### src/hw/rtl/tlds_pkg.sv
// Shared types and constants for the two-wire LED driver serial sender.
package tlds_pkg;

	localparam int DIGITS_DEF = 4;          // digit bytes in a data frame
	localparam int DIGIT_FIELDS = 4;        // digit fields carried by an input beat
	localparam int QLEN_W = 16;
	localparam int TICK_W = QLEN_W + 1;     // holds a half period
	localparam int BIT_IDX_W = 4;
	localparam int BYTE_IDX_W = 3;
	localparam int CFG_IDX_W = 8;
	localparam int CFG_DATA_W = 16;
	localparam int IN_DATA_W = 48;          // 42 payload bits padded to bytes
	localparam int OUT_DATA_W = 8;          // 5 payload bits padded to a byte

	localparam logic [BIT_IDX_W-1:0] BITS_PER_BYTE = 4'd8;
	localparam logic [7:0] LSB_MASK = 8'h01;

	localparam logic [QLEN_W-1:0] QUARTER_LEN_RST = 16'd100;
	localparam logic [7:0] ADDRESS_CMD_RST = 8'd192;

	localparam logic [CFG_IDX_W-1:0] CFG_QUARTER_LEN = 8'd0;
	localparam logic [CFG_IDX_W-1:0] CFG_ADDRESS_CMD = 8'd1;

	typedef enum logic [1:0] {
		OP_TICK = 2'd0,
		OP_CMD  = 2'd1,
		OP_DATA = 2'd2
	} op_t;

	// packed so that clk_drive_low sits in bit 0
	typedef struct packed {
		logic frame_done;
		logic rejected;
		logic busy_res;
		logic dio_drive_low;
		logic clk_drive_low;
	} res_t;

endpackage

### src/hw/rtl/tlds_frame_seq.sv
// Frame sequencer: start, bytes with acknowledge clock, stop; one tick per step.
module tlds_frame_seq #(
	parameter int DIGITS = tlds_pkg::DIGITS_DEF
) (
	input  logic                                clk,
	input  logic                                arst_n,
	input  logic                                step,
	input  logic [1:0]                          operation,
	input  logic [7:0]                          command_byte,
	input  logic [tlds_pkg::DIGIT_FIELDS-1:0][7:0] digits,
	input  logic [tlds_pkg::QLEN_W-1:0]         quarter_len,
	input  logic [7:0]                          address_cmd,
	output tlds_pkg::res_t                      res
);

	localparam int FRAME_MAX = DIGITS + 1;
	localparam int IDX_W = $clog2(FRAME_MAX);
	localparam logic [tlds_pkg::BYTE_IDX_W-1:0] DATA_BYTES =
		tlds_pkg::BYTE_IDX_W'(FRAME_MAX);

	typedef enum logic [2:0] {
		PH_IDLE  = 3'd0,
		PH_START = 3'd1,
		PH_BITS  = 3'd2,
		PH_ACK   = 3'd3,
		PH_STOP  = 3'd4
	} phase_t;

	phase_t                              phase_q, ph, n_ph;
	logic [1:0]                          step_q, st, n_st;
	logic [tlds_pkg::TICK_W-1:0]         tick_q, tick, tick_inc, n_tick, seg_len, half;
	logic [tlds_pkg::QLEN_W-1:0]         quarter;
	logic [tlds_pkg::BIT_IDX_W-1:0]      bit_q, n_bit, bit_inc;
	logic [tlds_pkg::BYTE_IDX_W-1:0]     byte_q, n_byte, byte_inc, bytes_in_frame;
	logic [7:0]                          shift_q, n_shift;
	logic                                data_frame_q;
	logic                                clk_low_q, dio_low_q, clk_l, dio_l, n_clk, n_dio;
	logic [FRAME_MAX-1:0][7:0]           frame_q, frame_d;
	logic                                request, start_frame, done;

	assign request = step && (operation == tlds_pkg::OP_CMD || operation == tlds_pkg::OP_DATA);
	assign start_frame = request && (phase_q == PH_IDLE);
	assign bytes_in_frame = data_frame_q ? DATA_BYTES : 3'd1;

	// bytes captured at frame start; digit bytes past the input fields are zero
	assign frame_d[0] = (operation == tlds_pkg::OP_CMD) ? command_byte : address_cmd;
	for (genvar i = 1; i < FRAME_MAX; i++) begin : g_frame
		if (i <= tlds_pkg::DIGIT_FIELDS) begin : g_digit
			assign frame_d[i] = digits[i-1];
		end else begin : g_zero
			assign frame_d[i] = '0;
		end
	end

	assign quarter = (quarter_len == '0) ? tlds_pkg::QLEN_W'(1) : quarter_len;
	assign half = {quarter, 1'b0};

	always_comb begin
		// a request on an idle tick opens the start condition on that tick
		ph = phase_q;
		st = step_q;
		tick = tick_q;
		clk_l = clk_low_q;
		dio_l = dio_low_q;
		if (start_frame) begin
			ph = PH_START;
			st = 2'd0;
			tick = '0;
			clk_l = 1'b0;
			dio_l = 1'b0;
		end

		case (ph)
			PH_START: seg_len = half;
			PH_BITS:  seg_len = (st == 2'd2) ? half : {1'b0, quarter};
			PH_ACK:   seg_len = (st == 2'd0) ? half : {1'b0, quarter};
			PH_STOP:  seg_len = (st >= 2'd2) ? half : {1'b0, quarter};
			default:  seg_len = {1'b0, quarter};
		endcase

		tick_inc = tick + 1'b1;
		bit_inc = bit_q + 1'b1;
		byte_inc = byte_q + 1'b1;

		n_ph = ph;
		n_st = st;
		n_tick = tick;
		n_bit = bit_q;
		n_byte = byte_q;
		n_shift = shift_q;
		n_clk = clk_l;
		n_dio = dio_l;
		done = 1'b0;

		if (ph != PH_IDLE) begin
			n_tick = tick_inc;
			if (tick_inc >= seg_len) begin
				n_tick = '0;
				case (ph)
					PH_START: begin
						if (st == 2'd0) begin
							n_st = 2'd1;
						end else begin
							n_byte = '0;
							n_shift = frame_q[0];
							n_bit = '0;
							n_ph = PH_BITS;
							n_st = 2'd0;
						end
					end
					PH_BITS: begin
						if (st < 2'd2) begin
							n_st = st + 1'b1;
						end else begin
							n_shift = shift_q >> 1;
							n_bit = bit_inc;
							n_ph = (bit_inc < tlds_pkg::BITS_PER_BYTE) ? PH_BITS : PH_ACK;
							n_st = 2'd0;
						end
					end
					PH_ACK: begin
						if (st < 2'd2) begin
							n_st = st + 1'b1;
						end else begin
							n_byte = byte_inc;
							n_st = 2'd0;
							if (byte_inc < bytes_in_frame) begin
								n_shift = frame_q[byte_inc[IDX_W-1:0]];
								n_bit = '0;
								n_ph = PH_BITS;
							end else begin
								n_ph = PH_STOP;
							end
						end
					end
					PH_STOP: begin
						if (st < 2'd3) begin
							n_st = st + 1'b1;
						end else begin
							n_ph = PH_IDLE;
							n_st = 2'd0;
							done = 1'b1;
						end
					end
					default: begin
						n_ph = PH_IDLE;
						n_st = 2'd0;
					end
				endcase

				// line levels held by the segment just entered
				case (n_ph)
					PH_START: begin
						n_clk = 1'b0;
						n_dio = (n_st != 2'd0);
					end
					PH_BITS: begin
						if (n_st == 2'd0) n_clk = 1'b1;
						else if (n_st == 2'd1) n_dio = ((n_shift & tlds_pkg::LSB_MASK) == '0);
						else n_clk = 1'b0;
					end
					PH_ACK: begin
						if (n_st == 2'd0) begin
							n_clk = 1'b1;
							n_dio = 1'b0;
						end else if (n_st == 2'd1) begin
							n_clk = 1'b0;
						end else begin
							n_dio = 1'b1;
						end
					end
					PH_STOP: begin
						if (n_st == 2'd0) n_clk = 1'b1;
						else if (n_st == 2'd1) n_dio = 1'b1;
						else if (n_st == 2'd2) n_clk = 1'b0;
						else n_dio = 1'b0;
					end
					default: begin
						n_clk = 1'b0;
						n_dio = 1'b0;
					end
				endcase
			end
		end

		res.clk_drive_low = clk_l;
		res.dio_drive_low = dio_l;
		res.busy_res = (ph != PH_IDLE);
		res.rejected = request && (phase_q != PH_IDLE);
		res.frame_done = done;
	end

	always_ff @(posedge clk or negedge arst_n) begin
		if (!arst_n) begin
			phase_q <= PH_IDLE;
			step_q <= '0;
			tick_q <= '0;
			bit_q <= '0;
			byte_q <= '0;
			shift_q <= '0;
			data_frame_q <= 1'b0;
			clk_low_q <= 1'b0;
			dio_low_q <= 1'b0;
		end else if (step) begin
			phase_q <= n_ph;
			step_q <= n_st;
			tick_q <= n_tick;
			bit_q <= n_bit;
			byte_q <= n_byte;
			shift_q <= n_shift;
			clk_low_q <= n_clk;
			dio_low_q <= n_dio;
			if (start_frame) data_frame_q <= (operation == tlds_pkg::OP_DATA);
		end
	end

	always_ff @(posedge clk) begin
		if (start_frame) frame_q <= frame_d;
	end

endmodule

### src/hw/rtl/two_wire_led_driver_serial_sender.sv
// Top level: stream handshake, configuration registers and result register.
//
//  channel  dir  beat fields (low bit up)
//  s_*      in   operation, command_byte, digit_first..digit_fourth
//  m_*      out  clk_drive_low, dio_drive_low, busy_res, rejected, frame_done
//  cfg_*    in   index 0 quarter_len, index 1 address_cmd
//
// One input beat is one line tick; a beat is taken every cycle unless input is
// held off; its result appears in the output register on the next cycle. The
// sequencer state and the result register advance together on each accepted beat.
// Input is held off only while the result register is full and not taken.
// Reset: quarter_len 100, address_cmd 192, sender idle, both lines released.
module two_wire_led_driver_serial_sender #(
	parameter int DIGITS = tlds_pkg::DIGITS_DEF
) (
	input  logic                             clk,
	input  logic                             arst_n,
	input  logic                             s_tvalid,
	output logic                             s_tready,
	// operation[1:0], command_byte[9:2], digit_first[17:10], digit_second[25:18],
	// digit_third[33:26], digit_fourth[41:34], zeros above
	input  logic [tlds_pkg::IN_DATA_W-1:0]   s_tdata,
	output logic                             m_tvalid,
	input  logic                             m_tready,
	// clk_drive_low[0], dio_drive_low[1], busy_res[2], rejected[3], frame_done[4]
	output logic [tlds_pkg::OUT_DATA_W-1:0]  m_tdata,
	input  logic                             cfg_valid,
	output logic                             cfg_ready,
	input  logic [tlds_pkg::CFG_IDX_W-1:0]   cfg_index,
	input  logic [tlds_pkg::CFG_DATA_W-1:0]  cfg_data
);

	logic [tlds_pkg::QLEN_W-1:0]                quarter_len_q;
	logic [7:0]                                 address_cmd_q;
	logic                                       in_beat;
	logic                                       out_valid_q;
	tlds_pkg::res_t                             res, res_q;
	logic [tlds_pkg::DIGIT_FIELDS-1:0][7:0]     digits;

	assign cfg_ready = 1'b1;
	assign s_tready = !out_valid_q || m_tready;
	assign in_beat = s_tvalid && s_tready;

	assign digits = {s_tdata[41:34], s_tdata[33:26], s_tdata[25:18], s_tdata[17:10]};

	always_ff @(posedge clk or negedge arst_n) begin
		if (!arst_n) begin
			quarter_len_q <= tlds_pkg::QUARTER_LEN_RST;
			address_cmd_q <= tlds_pkg::ADDRESS_CMD_RST;
		end else if (cfg_valid && cfg_ready) begin
			case (cfg_index)
				tlds_pkg::CFG_QUARTER_LEN: quarter_len_q <= cfg_data;
				tlds_pkg::CFG_ADDRESS_CMD: address_cmd_q <= cfg_data[7:0];
				default: ;
			endcase
		end
	end

	tlds_frame_seq #(
		.DIGITS(DIGITS)
	) u_seq (
		.clk          (clk),
		.arst_n       (arst_n),
		.step         (in_beat),
		.operation    (s_tdata[1:0]),
		.command_byte (s_tdata[9:2]),
		.digits       (digits),
		.quarter_len  (quarter_len_q),
		.address_cmd  (address_cmd_q),
		.res          (res)
	);

	always_ff @(posedge clk or negedge arst_n) begin
		if (!arst_n) begin
			out_valid_q <= 1'b0;
		end else if (in_beat) begin
			out_valid_q <= 1'b1;
		end else if (m_tready) begin
			out_valid_q <= 1'b0;
		end
	end

	always_ff @(posedge clk) begin
		if (in_beat) res_q <= res;
	end

	assign m_tvalid = out_valid_q;
	assign m_tdata = {3'b000, res_q};

	a_reject_busy: assert property (@(posedge clk) disable iff (!arst_n)
		out_valid_q && res_q.rejected |-> res_q.busy_res)
		else $error("rejected request reported on an idle tick");

	a_done_busy: assert property (@(posedge clk) disable iff (!arst_n)
		out_valid_q && res_q.frame_done |-> res_q.busy_res)
		else $error("frame_done outside a frame");

	a_idle_lines: assert property (@(posedge clk) disable iff (!arst_n)
		out_valid_q && !res_q.busy_res |-> !res_q.clk_drive_low && !res_q.dio_drive_low)
		else $error("line pulled low while idle");

	a_beat_result: assert property (@(posedge clk) disable iff (!arst_n)
		in_beat |=> out_valid_q)
		else $error("accepted beat produced no result");

endmodule
### config.mk
export PLATFORM = sky130hd
export DESIGN_NAME = two_wire_led_driver_serial_sender
export DESIGN_NICKNAME = d
export VERILOG_FILES = /design/src/hw/rtl/tlds_pkg.sv /design/src/hw/rtl/tlds_frame_seq.sv /design/src/hw/rtl/two_wire_led_driver_serial_sender.sv
export SDC_FILE = /design/constraint.sdc
export NUM_CORES = 1
export LEC_CHECK = 0
export BUFFER_PORTS_ARGS = -buffer_cell sky130_fd_sc_hd__clkbuf_2
export CORE_ASPECT_RATIO = 0.75
export CORE_MARGIN = 2
export CORE_UTILIZATION = 60
export CTS_BUF_LIST = sky130_fd_sc_hd__clkbuf_16
export CTS_CLUSTER_SIZE = 8
export DETAILED_ROUTE_END_ITERATION = 16
export HOLD_SLACK_MARGIN = 0.02
export PLACE_DENSITY_LB_ADDON = 0.2
export SLEW_MARGIN = 20
export SYNTH_ARGS = -nofsm -noshare
export SYNTH_HDL_FRONTEND = slang
export SYNTH_SLANG_ARGS = --single-unit
### constraint.sdc
create_clock -name clk -period 14 [get_ports clk]
set_input_delay 0.7 -clock clk [delete_from_list [all_inputs] [get_ports clk]]
set_output_delay 0.7 -clock clk [all_outputs]
set_load 0.01 [all_outputs]
== After elaboration in Yosys (flattened, before gate mapping) ==
Cells that the tools add are included.

* Add/subtract/negate cells: 4
* Order comparisons: 7
* Eq/ne operators: 23
* Multiplexer cells: 73
* Reductions and logical operators: 28

{| class="wikitable"
|+ Operator list
! operator !! count
|-
| 2-to-1 mux 17 bit || 6
|-
| one-hot mux 17 bit (4 select lines) || 1
|-
| 2-to-1 mux 8 bit || 8
|-
| 2-to-1 mux 3 bit || 13
|-
| 2-to-1 mux 1 bit || 25
|-
| binary-select mux 8 bit (select 3 bit) || 1
|-
| one-hot mux 8 bit (3 select lines) || 1
|-
| adder 17 x 1 -> 17 bit (second input constant) || 1
|-
| greater-or-equal comparator 17 bit || 1
|-
| zero test 16 bit || 1
|-
| zero test 8 bit || 2
|-
| 2-to-1 mux 16 bit || 1
|-
| 2-to-1 mux 4 bit || 4
|-
| != test 4 bit (second input constant) || 4
|-
| AND reduction 8 bit || 2
|-
| 2-to-1 mux 2 bit || 7
|-
| == test 3 x 2 -> 1 bit (second input constant) || 4
|-
| one-hot mux 3 bit (4 select lines) || 1
|-
| one-hot mux 4 bit (3 select lines) || 1
|-
| nonzero test 3 bit || 3
|-
| == test 8 x 1 -> 1 bit (second input constant) || 1
|-
| == test 2 bit (second input constant) || 3
|-
| == test 3 x 1 -> 1 bit (second input constant) || 2
|-
| == test 3 bit (second input constant) || 2
|-
| 26 further kinds || 40
|}

* Register bits after elaboration: 110
* Input bits: 77
* Output and inout bits: 11

== Depth between registers and ports, before layout ==
Gate-level depths: netlist of run 1.

* Depth after elaboration: 19
* Mapped depth: 22
* Mapped depth without buffers: 18

== Cells and area by module ==
Synthesis of run 1 repeated with hierarchy kept, for this count alone.

* Cells, all modules: 560
* Area total of the unflattened synthesis: 6212.2 um2

{| class="wikitable"
|+ Modules (own cells, without submodules)
! module !! instances !! cells each !! area an instance (um2)
|-
| tlds_frame_seq || 1 || 490 || 5007.3
|-
| two_wire_led_driver_serial_sender || 1 || 70 || 1204.9
|}

== Worst setup path before layout of run 1 ==
No wires, ideal clock.

* Path kind: input to register
* Start point: in s_tdata[0] (netlist name)
* End point: reg u_seq.bit_q[0] (netlist name)
* Arrival: 4.876 ns
* Required time: 13.875 ns
* Slack: 8.999 ns
* Cell stages on the path: 16
* Path through: inv_1 -> ha_1 -> nor2b_2 -> nand3_2 -> inv_2 -> buf_2 -> buf_1 -> nor2_1 -> ha_1 -> o2111ai_1 -> nor4_1 -> a21oi_1 -> nand3_1 -> nand3_2 -> buf_6 -> mux2_4

* Longest elaborated chain between the ends: 10
* Elaborated cells on any way between the ends: 30

{| class="wikitable"
|+ Ends and longest elaborated chain
! what !! line !! source
|-
| start: declaration || two_wire_led_driver_serial_sender.sv:22 || <nowiki>input logic [tlds_pkg::IN_DATA_W-1:0] s_tdata,</nowiki>
|-
| == test 2 x 1 -> 1 bit / == test 2 bit (equally long branches) || tlds_frame_seq.sv:41 || <nowiki>assign request = step && (operation == tlds_pkg::OP_CMD || operation == tlds_pkg::OP_DATA);</nowiki>
|-
| logical OR 1 bit * || tlds_frame_seq.sv:41 ||
|-
| logical AND 1 bit * || tlds_frame_seq.sv:41 ||
|-
| logical AND 1 bit * || tlds_frame_seq.sv:42 || <nowiki>assign start_frame = request && (phase_q == PH_IDLE);</nowiki>
|-
| via u_seq.start_frame || tlds_frame_seq.sv:39 || <nowiki>logic request, start_frame, done;</nowiki>
|-
| branches (longest 6 deep; another with adder 17 x 1 -> 17 bit) || n/a ||
|-
| end signal: assignment || tlds_frame_seq.sv:208 || <nowiki>bit_q <= n_bit;</nowiki>
|-
| end: declaration || tlds_frame_seq.sv:33 || <nowiki>logic [tlds_pkg::BIT_IDX_W-1:0] bit_q, n_bit, bit_inc;</nowiki>
|}

Mark *: on every way through the listed nets, which the timed path passes.
A chain may end at the register's enable or synchronous reset.

== Worst setup path after layout of run 1 ==
* Start point: in s_tdata[0] (netlist name)
* End point: reg u_seq.shift_q[7]

* Longest elaborated chain between the ends: 11
* Elaborated cells on any way between the ends: 32

{| class="wikitable"
|+ Ends and longest elaborated chain
! what !! line !! source
|-
| == test 2 x 1 -> 1 bit / == test 2 bit (equally long branches) || tlds_frame_seq.sv:41 ||
|-
| logical OR 1 bit * || tlds_frame_seq.sv:41 ||
|-
| logical AND 1 bit * || tlds_frame_seq.sv:41 ||
|-
| logical AND 1 bit * || tlds_frame_seq.sv:42 ||
|-
| branches (longest 7 deep; another with adder 17 x 1 -> 17 bit) || n/a ||
|-
| end signal: assignment || tlds_frame_seq.sv:210 || <nowiki>shift_q <= n_shift;</nowiki>
|-
| end: declaration || tlds_frame_seq.sv:35 || <nowiki>logic [7:0] shift_q, n_shift;</nowiki>
|}

Every way passes the cells marked *. The select of a mux whose other input is x is not followed.

==> results of run 1 <==
## flip-flops by register name, summed over array words and instances, names as in the netlist
| register | cells |
|---|---|
| u_seq.frame_q | 40 |
| u_seq.tick_q | 17 |
| quarter_len_q | 16 |
| address_cmd_q | 8 |
| u_seq.shift_q | 8 |
| m_tdata | 5 |
| u_seq.bit_q | 4 |
| u_seq.byte_q | 3 |
| u_seq.phase_q | 3 |
| u_seq.step_q | 2 |
| m_tvalid | 1 |
| u_seq.clk_low_q | 1 |
| u_seq.data_frame_q | 1 |
| u_seq.dio_low_q | 1 |
## synthesized netlist by cell type, types with 7 or more instances
| cell | count | share of area [%] |
|---|---|---|
| edfxtp_1 | 45 | 22 |
| ha_1 | 27 | 5.4 |
| mux2_2 | 33 | 5.9 |
| mux2i_1 | 17 | 2.7 |
| inv_1 | 19 | 1.1 |
| nand3_1 | 24 | 1.9 |
| a21oi_1 | 19 | 1.5 |
| and3_1 | 9 | 0.90 |
| xnor2_1 | 9 | 1.3 |
| o31ai_1 | 7 | 0.84 |
| buf_2 | 9 | 0.72 |
| o21ai_0 | 15 | 1.2 |
| buf_4 | 7 | 0.84 |
| mux2_4 | 7 | 1.7 |
| clkbuf_1 | 8 | 0.48 |
| nand2_1 | 56 | 3.4 |
| nor4_1 | 7 | 0.70 |
| dfrtp_1 | 60 | 24 |
| nor2_1 | 25 | 1.5 |
## per-stage QoR
stage / setup WS [ns] / util (%) / cells
floorplan: 9.00 / - / 544
global placement: 8.46 / 65.4 / 732
detailed placement: 8.30 / 65.4 / 732
CTS: 8.65 / 68.5 / 748
global route: 8.26 / 68.5 / 748
finish: 8.56 / 68.5 / 748
## path summary, 6_finish.rpt
path                       cells after the start                      endpoint                    startpoint  slack [ns]
setup / recovery                              20  u_seq.shift_q[7]$_DFFE_PN0P_                    s_tdata[0]        8.56
hold / removal                                 2   u_seq.clk_low_q$_DFFE_PN0P_   u_seq.clk_low_q$_DFFE_PN0P_        0.51
setup reg to reg                              17  u_seq.shift_q[7]$_DFFE_PN0P_  u_seq.phase_q[1]$_DFFE_PN0P_        8.66
hold reg to reg                                2   u_seq.clk_low_q$_DFFE_PN0P_   u_seq.clk_low_q$_DFFE_PN0P_        0.51
max in group asynchronous                      2  u_seq.phase_q[0]$_DFFE_PN0P_                        arst_n       12.90
min in group asynchronous                      2    u_seq.bit_q[0]$_DFFE_PN0P_                        arst_n        0.53
## metal layers
metal | vias to the layer above | part of all wire, % | wire length [um] | track usage, %
met3 | 19 | 7.4 | 1050 | 5.97
li1 | 2154 | - | - | -
met4 | 0 | 1.3 | 190 | 7.57
met5 | - | 0 | 0 | 0
met2 | 214 | 47 | 6700 | 42.6
met1 | 2280 | 44 | 6300 | 37.6
## worst register-to-register path, delay by kind of cell (launching register included)
family                     cells  cell delay, ns
AOI/OAI and AO/OA              4            1.48
muxes                          3            0.97
buffers and inverters          3            0.40
and+or+nand+nor                5            1.13
DFF                            1            0.69
adders and majority gates      2            0.57
## placed cells by master (no fill, tap or decap), drive strengths merged, types with 8 or more instances in the layout
cell type and n:
o21ai 16, clkbuf 86, inv 26, nor2 25
a21oi 22, nand3 26, edfxtp 45, ha 27
mux4 8, dfrtp 60, mux2 40, mux2i 17
nand2 56, xnor2 10, and3 9
## kinds of logic after synthesis
| kind of cell | Yosys count | share of synthesized area (%) |
|---|---|---|
| simple gates | 165 | 13.8 |
| flops | 110 | 47.7 |
| compound gates | 106 | 13.1 |
| mux | 65 | 13.3 |
| buf+inv | 51 | 4.16 |
| fa+ha+maj | 27 | 5.40 |
| xor+xnor | 16 | 2.36 |
| other cells | 2 | 0.120 |
## power by group through the flow
| stage | Combinational, uW | Sequential (uW) | Clock, uW |
|---|---|---|---|
| 2_1_floorplan | 383 | 408 | 0 |
| 4_1_cts | 455 | 431 | 270 |
| 5_1_grt | 506 | 438 | 282 |
| 6_report | 464 | 432 | 266 |
| 3_3_place_gp | 437 | 434 | 0 |
| 3_5_place_dp | 451 | 436 | 0 |
## area by class of cell
class                   count  area share, %
clock inverters             7           1.34
flip-flops and latches    110           42.7
well taps                 136           2.43
multi-input cells         383           43.2
repair buffers             82           6.05
clock buffers               9           3.22
inverters                  21           1.13
==> metrics.md, run 1 <==
| Metric | Value |
|---|---|
| Switching power | 460 uW |
| Gates resized, CTS repair | 0 |
| Most frequent CP cell | ha_1 |
| Placed cell areas | 6680 um^2 |
| Detailed Route Iter0 Violations | 519 |
| Seq/Total Area, Yosys | 47.7% |
| CTS clock-pin slew for the worst setup and hold paths | 0.08 ns |
| PD cells | 166 nW/um^2 |
| Final setup fails | 0 |
| Die Y | 92.4 um |
| Diode count | 0 |
| Crit path kind | in -> reg |
| Pin count of the biggest net entering global routing | 66 |
| Gr usage total | 26.9% |
| Core area | 10200 um^2 |
| Worst-Margin Slew | 0.962 ns |
| Drt first pass iters | 5 |
| Leak | 0.00313 uW |
| Outcome | complete, no violations |
| Tcrit/Tclk final | 38.9% |
| Top Family by Delay on Critical Path | compound AO/OA/AOI/OAI gates |
| Power share of the combinational group | 39.9% |
| Slowest CP cell | o22a_1 |
| Achievable Freq | 184 MHz |
| H-tree Lvls | 3 |
| Row cnt | 32 |
| Crit path max fanout | 17 |
| Multi-input logic area | 3020 um^2 |
| Post-synth EDFFs | 45 |
| Critical Path Start Type | input pin |
| CP required | 14.24 ns |
| Bufs on Longest Clock Path | 2 |
| Hold WS | 0.510 ns |
| Root Buffer | clkbuf_16 |
| Vias in the first global route | 4706 |
| Nets | 711 |
| Post-CTS Hold Fix Bufs | 0 |
| Hold Fails Final Rpt | 0 |
| Post-route DRC | 0 |
| Initial antenna violation count | 0 |
| Hold crit path type | reg -> reg |
| Clk_lat worst skew | 0.36 ns |
| Power share of the clock group | 22.9% |
| Cell count after synthesis | 542 |
| Post-DP HPWL | 10100 um |
| Synth Register Bits | 110 |
| Synth Warn # | 0 |
| Async S/R FF share, synth | 59.1% |
| Maximum vdd ir drop | 0.0000709 V |
| Syn-to-layout area delta | 11.8% |
| Net Sw Frac | 39.6% |
| CTS tree | done |
| Synth Flop Type | dfrtp_1 |
| DR vias/cell | 6.24 |
| CP max stage delay | 0.82 ns |
| IO Port Bufs | 77 |
| Unrepaired setup endpoints after global routing | no |
| DRT Wirelength | 14200 um |
| Final clock skew | 0.00998 ns |
| Final antenna-violating net count | 0 |
| Worst rel slew slack | 35.8% |
| Netlist Area Pre-Place | 6260 um^2 |
| Synthesized area per cell | 11.5 um^2 |
| CTS Sinks | 110 |
| Die ar. | 11300 um^2 |
| Buf/Inv on CP | 5 |
| Initial core utilization | 61.3% |
| DR WL/cell | 19.0 um |
| Synth cell types | 80 |
| Setup total negative slack | 0 ns |
| First-pass GRT wire length | 23400 um |
| GPL Wtd Cong | 0.951 |
| Post-CTS setup buffers | 0 |
| Total power | 1160 uW |
| Layout cell share with drive strength beyond 1 | 27.5% |
| CP Cell Sequence | clkbuf_2 -> inv_1 -> ha_1 -> nor2b_2 -> nand3_2 -> inv_2 -> nor2_1 -> inv_1 -> ha_1 -> mux2i_1 -> o22a_1 -> mux2i_1 -> ha_1 -> a211oi_1 -> o221ai_1 -> a21oi_1 -> nand3_1 -> buf_4 -> nand3_2 -> mux2_2 |
| Total gr overflow | 0 |
| Fill count | 770 |
| Die X | 122 um |
| Max-slew violation count | 0 |
| Pint | 702 uW |
| Final worst path period need | 5.44 ns |
| Crit end category | register |
| Seq. cell area | 2980 um^2 |
| # IOs | 88 |
| Final instance area | 6990 um^2 |
| Vias | 4667 |
| Critical Path AT | 5.68 ns |
| Max-cap violations | 0 |
| Sequential share of power | 37.2% |
| CTS buffer count | 9 |
Power figures use the tool's default switching activity.
==> run 2: changes to the inputs <==
--- a/config.mk
+++ b/config.mk
@@ -8,7 +8,7 @@
 export BUFFER_PORTS_ARGS = -buffer_cell sky130_fd_sc_hd__clkbuf_2
 export CORE_ASPECT_RATIO = 0.75
 export CORE_MARGIN = 2
-export CORE_UTILIZATION = 60
+export CORE_UTILIZATION = 58
 export CTS_BUF_LIST = sky130_fd_sc_hd__clkbuf_16
 export CTS_CLUSTER_SIZE = 8
 export DETAILED_ROUTE_END_ITERATION = 16
==> constraint.sdc (replaced) <==
create_clock -name clk -period 5.6 [get_ports clk]
set_input_delay 0.28 -clock clk [delete_from_list [all_inputs] [get_ports clk]]
set_output_delay 0.28 -clock clk [all_outputs]
set_load 0.01 [all_outputs]
==> run 2 against run 1 <==
Compared with the run above:
- clock power grew to 2.5 times the previous value
- clock skew rose by 0.0026 ns
- combinational power grew to 2.5 times the previous value
- largest power group unchanged
- critical endpoint is now u_seq.shift_q[2]$_DFFE_PN0P_
- flip-flop and latch count did not move
- via count is 0.28% lower
- sequential share of layout area is 0.091 points lower
- global-route usage shrank 0.067 points
==> metrics.md, run 2 (synthesis gave the netlist of run 1 again) <==
| Metric | Value |
|---|---|
| Hold crit path type | in -> reg (was reg -> reg) |
| Maximum vdd ir drop | 0.000204 V (was 0.0000709 V) |
| Most frequent cells in the layout | 77 x clkbuf_2, 60 x dfrtp_1, 56 x nand2_1 (unchanged) |
| Layout cell share with drive strength beyond 1 | 27.8% (was 27.5%) |
| CTS tree | done (unchanged) |
| Bufs on Longest Clock Path | 2 (unchanged) |
| Detailed Route Iter0 Violations | 424 (was 519) |
| GPL Wtd Cong | 0.831 (was 0.951) |
| Hold Fails Final Rpt | 0 (unchanged) |
| Crit path max fanout | 14 (was 17) |
| Diode count | 0 (unchanged) |
| Core area | 10400 um^2 (was 10200 um^2) |
| Power share of the combinational group | 40.1% (was 39.9%) |
| Post-DP HPWL | 10400 um (was 10100 um) |
| Biggest regs | u_seq.frame_q x40, u_seq.tick_q x17, quarter_len_q x16 (unchanged) |
| Syn-to-layout area delta | 12.0% (was 11.8%) |
| Fill count | 796 (was 770) |
| Max-slew violation count | 0 (unchanged) |
| Die Y | 93.9 um (was 92.4 um) |
| Final setup fails | 0 (unchanged) |
| CTS Sinks | 110 (unchanged) |
| Final worst path period need | 5.21 ns |
| CP required | 5.84 ns (was 14.24 ns) |
| Power share of the clock group | 23.0% (was 22.9%) |
| Gr usage total | 26.9% (about the same) |
| Final instance area | 7010 um^2 (was 6990 um^2) |
| Clk_lat worst skew | 0.36 ns (about the same) |
| Die ar. | 11600 um^2 (was 11300 um^2) |
| Total gr overflow | 0 (unchanged) |
| Crit path kind | reg -> reg (was in -> reg) |
| Final clock skew | 0.0126 ns (was 0.00998 ns) |
| PD cells | 416 nW/um^2 (was 166 nW/um^2) |
| CTS buffer count | 9 (unchanged) |
| Placed cell areas | 6700 um^2 (was 6680 um^2) |
| Critical Path AT | 5.45 ns (was 5.68 ns) |
| Row cnt | 32 (unchanged) |
| # IOs | 88 (unchanged) |
| Max reg flops | 40 (unchanged) |
| Register name with the most flops | u_seq.frame_q (unchanged) |
| Initial core utilization | 60.1% (was 61.3%) |
| Gates resized, CTS repair | 0 (unchanged) |
| Max-cap violations | 0 (unchanged) |
| Hold depth | 1 (was 2) |
| Die X | 124 um (was 122 um) |
| CTS clock-pin slew for the worst setup and hold paths | 0.09 ns (was 0.08 ns) |
| Multi-input logic area | 3020 um^2 (unchanged) |
| Achievable Freq | 192 MHz |
| Outcome | complete, no violations (unchanged) |
| Nets | 714 (was 711) |
| Post-CTS Hold Fix Bufs | 0 (unchanged) |
| DR vias/cell | 6.20 (was 6.24) |
| Critical Path Start Type | register (was input pin) |
| Pint | 1760 uW (was 702 uW) |
| Drt first pass iters | 5 (unchanged) |
| Most common cell after layout, fill and taps aside | clkbuf_2 (unchanged) |
| Unrepaired setup endpoints after global routing | no (unchanged) |
| DRT Wirelength | 14400 um (was 14200 um) |
| Post-CTS setup buffers | 0 (unchanged) |
| Worst-Margin Slew | 0.839 ns (was 0.962 ns) |
| Crit end category | register (unchanged) |
| Reg2reg path depth | 16 (was 17) |
| Worst rel slew slack | 43.8% (was 35.8%) |
| Final antenna-violating net count | 0 (unchanged) |
| Switching power | 1160 uW (was 460 uW) |
| Vias | 4654 (was 4667) |
| IO Port Bufs | 77 (unchanged) |
| Post-route DRC | 0 (unchanged) |
| Initial antenna violation count | 0 (unchanged) |
| Net Sw Frac | 39.7% (was 39.6%) |
| Seq. cell area | 2980 um^2 (unchanged) |
| Setup total negative slack | 0 ns (unchanged) |
| DR WL/cell | 19.2 um (was 19.0 um) |
| Tcrit/Tclk final | 93.1% |
| Root Buffer | clkbuf_16 (unchanged) |
| Pin count of the biggest net entering global routing | 66 (unchanged) |
| First-pass GRT wire length | 23600 um (was 23400 um) |
| Leak | 0.00314 uW (was 0.00313 uW) |
| H-tree Lvls | 3 (unchanged) |
| Sequential share of power | 36.9% (was 37.2%) |
| Vias in the first global route | 4668 (was 4706) |
## run 2: cell types whose count changed in the layout (fill, tap and decap cells not counted)
cell and change:
buf_4 +3, inv_8 -3, inv_6 +2, clkinv_4 +1
## run 2: area by class of cell
type | instances | area share (%)
clock buffer | 9 | 3.21
clock inverter | 7 | 1.23
inverter | 21 | 1.12
multi-input combinational | 383 | 43.1
sequential | 110 | 42.6
tap | 136 | 2.43
timing repair buffer | 85 | 6.35
## run 2: path summary, 6_finish.rpt
kind	start	end	slack, ns
setup / recovery	u_seq.phase_q[1]$_DFFE_PN0P_	u_seq.shift_q[2]$_DFFE_PN0P_	0.39
setup reg to reg	u_seq.phase_q[1]$_DFFE_PN0P_	u_seq.shift_q[2]$_DFFE_PN0P_	0.39
hold / removal	s_tdata[32]	u_seq.frame_q[30]$_DFFE_PP_	0.09
hold reg to reg	address_cmd_q[3]$_DFFE_PN0P_	address_cmd_q[3]$_DFFE_PN0P_	0.51
min in group asynchronous	arst_n	u_seq.shift_q[0]$_DFFE_PN0P_	0.11
max in group asynchronous	arst_n	u_seq.phase_q[2]$_DFFE_PN0P_	4.95
## run 2: through the flow
stage	setup slack (ns)	total power [uW]	utilization (%)	hold slack, ns	std cells
after floorplan	1.02	1980	-	-0.0156	544
after global placement	0.622	2210	64.3	0.458	735
after detailed placement	0.562	2240	64.3	0.459	735
after CTS	0.543	2900	67.3	0.0861	751
after global routing	0.0474	3080	67.3	0.0783	751
final	0.386	2920	67.3	0.0871	751
## run 2: power groups by stage
| stage | combinational, uW | clock (uW) | sequential, uW |
|---|---|---|---|
| final | 1170 | 669 | 1080 |
| after global routing | 1280 | 711 | 1090 |
| after CTS | 1160 | 671 | 1070 |
| after detailed placement | 1150 | 0 | 1090 |
| after global placement | 1130 | 0 | 1090 |
| after floorplan | 958 | 0 | 1020 |
## run 2: worst max-delay path, cell delays in order (launching register included)
cell and delay [ns]:
dfrtp_1 0.59, nor3_2 0.46, nand3_2 0.28, buf_4 0.27, nand2_1 0.12, ha_1 0.28
mux2i_1 0.13, o22a_1 0.42, buf_4 0.26, mux2i_1 0.12, ha_1 0.31, nand4_1 0.14
nor4_1 0.33, a21oi_1 0.16, nand3_1 0.39, nand3_2 0.42, mux2_4 0.41
## run 2: metal layers
layer  wire (um)  track usage (%)  up-vias
met5           0                0        -
met4         221             6.84        0
met3         877             5.64       23
met2        6560             42.2      164
met1        6720             38.2     2293
li1            -                -     2174
==> run 3: changes to the inputs <==
==> constraint.sdc (replaced) <==
create_clock -name clk -period 5.66 [get_ports clk]
set_input_delay 0.283 -clock clk [delete_from_list [all_inputs] [get_ports clk]]
set_output_delay 0.283 -clock clk [all_outputs]
set_load 0.01 [all_outputs]
==> run 3 against run 2 <==
Compared with the run above:
- fmax up 3.5%
- sequential power about the same
- final cell count shrank 0.13%
- count of clock-buffer cells in the layout unchanged
- global-route usage rose by 0.11 points
- die area unchanged
- critical endpoint is now u_seq.shift_q[3]$_DFFE_PN0P_
==> metrics.md, run 3 (synthesis gave the netlist of run 1 again) <==
| Metric | Value |
|---|---|
| Layout cell share with drive strength beyond 1 | 27.7% (was 27.8%) |
| Worst-Margin Slew | 0.847 ns (was 0.839 ns) |
| Buf/Inv on CP | 1 (was 2) |
| CP max stage delay | 0.58 ns (was 0.59 ns) |
| Die X | 124 um (unchanged) |
| CTS clock-pin slew for the worst setup and hold paths | 0.08 ns (was 0.09 ns) |
| CP Cell Sequence | nor3_2 -> nand3_2 -> buf_4 -> and2_1 -> ha_1 -> and3_1 -> and4_1 -> and3_1 -> xnor2_1 -> nor2_1 -> ha_1 -> o2111ai_1 -> nor4_1 -> a21oi_1 -> nand3_1 -> nand3_2 -> mux2_4 (was nor3_2 -> nand3_2 -> buf_4 -> nand2_1 -> ha_1 -> mux2i_1 -> o22a_1 -> buf_4 -> mux2i_1 -> ha_1 -> nand4_1 -> nor4_1 -> a21oi_1 -> nand3_1 -> nand3_2 -> mux2_4) |
| Maximum vdd ir drop | 0.000206 V (was 0.000204 V) |
| Crit path kind | reg -> reg (unchanged) |
| Post-CTS setup buffers | 0 (unchanged) |
| Outcome | complete, no violations (unchanged) |
| CTS buffer count | 9 (unchanged) |
| Hold WS | 0.100 ns (was 0.0871 ns) |
| Max-cap violations | 0 (unchanged) |
| Die Y | 93.9 um (unchanged) |
| Vias in the first global route | 4648 (was 4668) |
| Hold Path Sink | u_seq.frame_q[25]$_DFFE_PP_ (was u_seq.frame_q[30]$_DFFE_PP_) |
| Post-route insts no fill | 750 (was 751) |
| Detailed Route Iter0 Violations | 650 (was 424) |
| Crit end category | register (unchanged) |
| Initial core utilization | 60.1% (unchanged) |
| CTS Sinks | 110 (unchanged) |
| Critical Path AT | 5.27 ns (was 5.45 ns) |
| Unrepaired setup endpoints after global routing | no (unchanged) |
| Worst rel slew slack | 43.5% (was 43.8%) |
| Most frequent cells in the layout | 77 x clkbuf_2, 60 x dfrtp_1, 56 x nand2_1 (unchanged) |
| Power share of the combinational group | 40.3% (was 40.1%) |
| GPL Wtd Cong | 0.842 (was 0.831) |
| Gr usage total | 27.0% (was 26.9%) |
| Sequential share of power | 36.9% (about the same) |
| Worst R2R Setup Slack | 0.62 ns (was 0.39 ns) |
| Post-DP HPWL | 10500 um (was 10400 um) |
| Switching power | 1160 uW (about the same) |
| Hold Fails Final Rpt | 0 (unchanged) |
| Leak | 0.00313 uW (was 0.00314 uW) |
| Register name with the most flops | u_seq.frame_q (unchanged) |
| Slowest CP cell | dfrtp_1 (unchanged) |
| Max-slew violation count | 0 (unchanged) |
| Bufs on Longest Clock Path | 2 (unchanged) |
| Setup total negative slack | 0 ns (unchanged) |
| Vias | 4695 (was 4654) |
| Achievable Freq | 198 MHz (was 192 MHz) |
| Clk_lat worst skew | 0.35 ns (was 0.36 ns) |
| Post-route DRC | 0 (unchanged) |
| Gates resized, CTS repair | 0 (unchanged) |
| Pint | 1740 uW (was 1760 uW) |
| Final worst path period need | 5.04 ns (was 5.21 ns) |
| DRT Wirelength | 14600 um (was 14400 um) |
| Layout Utilization | 67.3% (about the same) |
| Hold depth | 1 (unchanged) |
| Placed Instances | 734 (was 735) |
| Syn-to-layout area delta | 12.0% (about the same) |
| DR WL/cell | 19.5 um (was 19.2 um) |
| Die ar. | 11600 um^2 (unchanged) |
| Biggest regs | u_seq.frame_q x40, u_seq.tick_q x17, quarter_len_q x16 (unchanged) |
| Final clock skew | 0.0105 ns (was 0.0126 ns) |
| Final antenna-violating net count | 0 (unchanged) |
| Max reg flops | 40 (unchanged) |
| First-pass GRT wire length | 23700 um (was 23600 um) |
| Core area | 10400 um^2 (unchanged) |
| Critical Path Start Type | register (unchanged) |
| Nets | 713 (was 714) |
| Tcrit/Tclk final | 89.0% (was 93.1%) |
| Drt first pass iters | 5 (unchanged) |
| Total power | 2900 uW (was 2920 uW) |
| Total gr overflow | 0 (unchanged) |
| DR vias/cell | 6.26 (was 6.20) |
| # IOs | 88 (unchanged) |
| Reg2reg path depth | 17 (was 16) |
| Diode count | 0 (unchanged) |
| Net Sw Frac | 40.0% (was 39.7%) |
| IO Port Bufs | 77 (unchanged) |
| Worst flop-to-flop path startpoint | u_seq.phase_q[1]$_DFFE_PN0P_ (unchanged) |
| Pin count of the biggest net entering global routing | 66 (unchanged) |
| Min-delay src | s_tdata[27] (was s_tdata[32]) |
| CP required | 5.90 ns (was 5.84 ns) |
| RR Endpoint | u_seq.shift_q[3]$_DFFE_PN0P_ (was u_seq.shift_q[2]$_DFFE_PN0P_) |
| Most common cell after layout, fill and taps aside | clkbuf_2 (unchanged) |
| CTS tree | done (unchanged) |
| Final setup fails | 0 (unchanged) |
| H-tree Lvls | 3 (unchanged) |
| Hold crit path type | in -> reg (unchanged) |
| Power share of the clock group | 22.8% (was 23.0%) |
| Initial antenna violation count | 0 (unchanged) |
| Top Family by Delay on Critical Path | simple AND/OR/NAND/NOR gates (unchanged) |
| Post-CTS Hold Fix Bufs | 0 (unchanged) |
| Crit path max fanout | 14 (unchanged) |
| Root Buffer | clkbuf_16 (unchanged) |
| PD cells | 413 nW/um^2 (was 416 nW/um^2) |
| Row cnt | 32 (unchanged) |
[run 3: cell count changes in the layout (fill, tap and decap cells not counted), sizes merged]
cell	delta
buf	-1
clkinv	-1
inv	+1
[run 3: worst max-delay path by stage]
stage / start / to / slack [ns] / cells after the start
floorplan: s_tdata[0] / u_seq.bit_q[0]$_DFFE_PN0P_ / 1.08 / 16
global placement: s_tdata[0] / u_seq.shift_q[2]$_DFFE_PN0P_ / 0.69 / 20
detailed placement: s_tdata[0] / u_seq.shift_q[6]$_DFFE_PN0P_ / 0.66 / 20
CTS: u_seq.phase_q[1]$_DFFE_PN0P_ / u_seq.shift_q[3]$_DFFE_PN0P_ / 0.64 / 17
global route: u_seq.phase_q[1]$_DFFE_PN0P_ / u_seq.shift_q[5]$_DFFE_PN0P_ / 0.29 / 17
finish: u_seq.phase_q[1]$_DFFE_PN0P_ / u_seq.shift_q[3]$_DFFE_PN0P_ / 0.62 / 17
[run 3: layout make-up]
| type | count | area (um^2) |
|---|---|---|
| Clock buffer | 9 | 225 |
| Clock inverter | 7 | 91.3 |
| Fill cell | 793 | 3400 |
| Inverter | 21 | 78.8 |
| Multi-Input combinational cell | 383 | 3020 |
| Sequential cell | 110 | 2980 |
| Tap cell | 136 | 170 |
| Timing Repair Buffer | 84 | 438 |
[run 3: metrics by stage]
step                      area, um^2  setup slack, ns
after floorplan                 6260             1.08
after global placement          6690            0.695
after detailed placement        6690            0.662
after CTS                       7010            0.637
after global routing            7010            0.292
final                           7010            0.622
[run 3: per-layer routing]
layer	vias to the layer above	track usage, %	wire, um
met5	-	0	0
met4	0	7.30	260
met3	25	6.92	1120
met2	220	42.3	6710
met1	2285	37.5	6500
li1	2165	-	-
[run 3: power groups by stage]
stage                     clock [uW]  combinational [uW]  sequential [uW]
after floorplan                    0                 948             1010
after global placement             0                1110             1070
after detailed placement           0                1140             1080
after CTS                        671                1150             1070
after global routing             705                1260             1080
final                            660                1170             1070
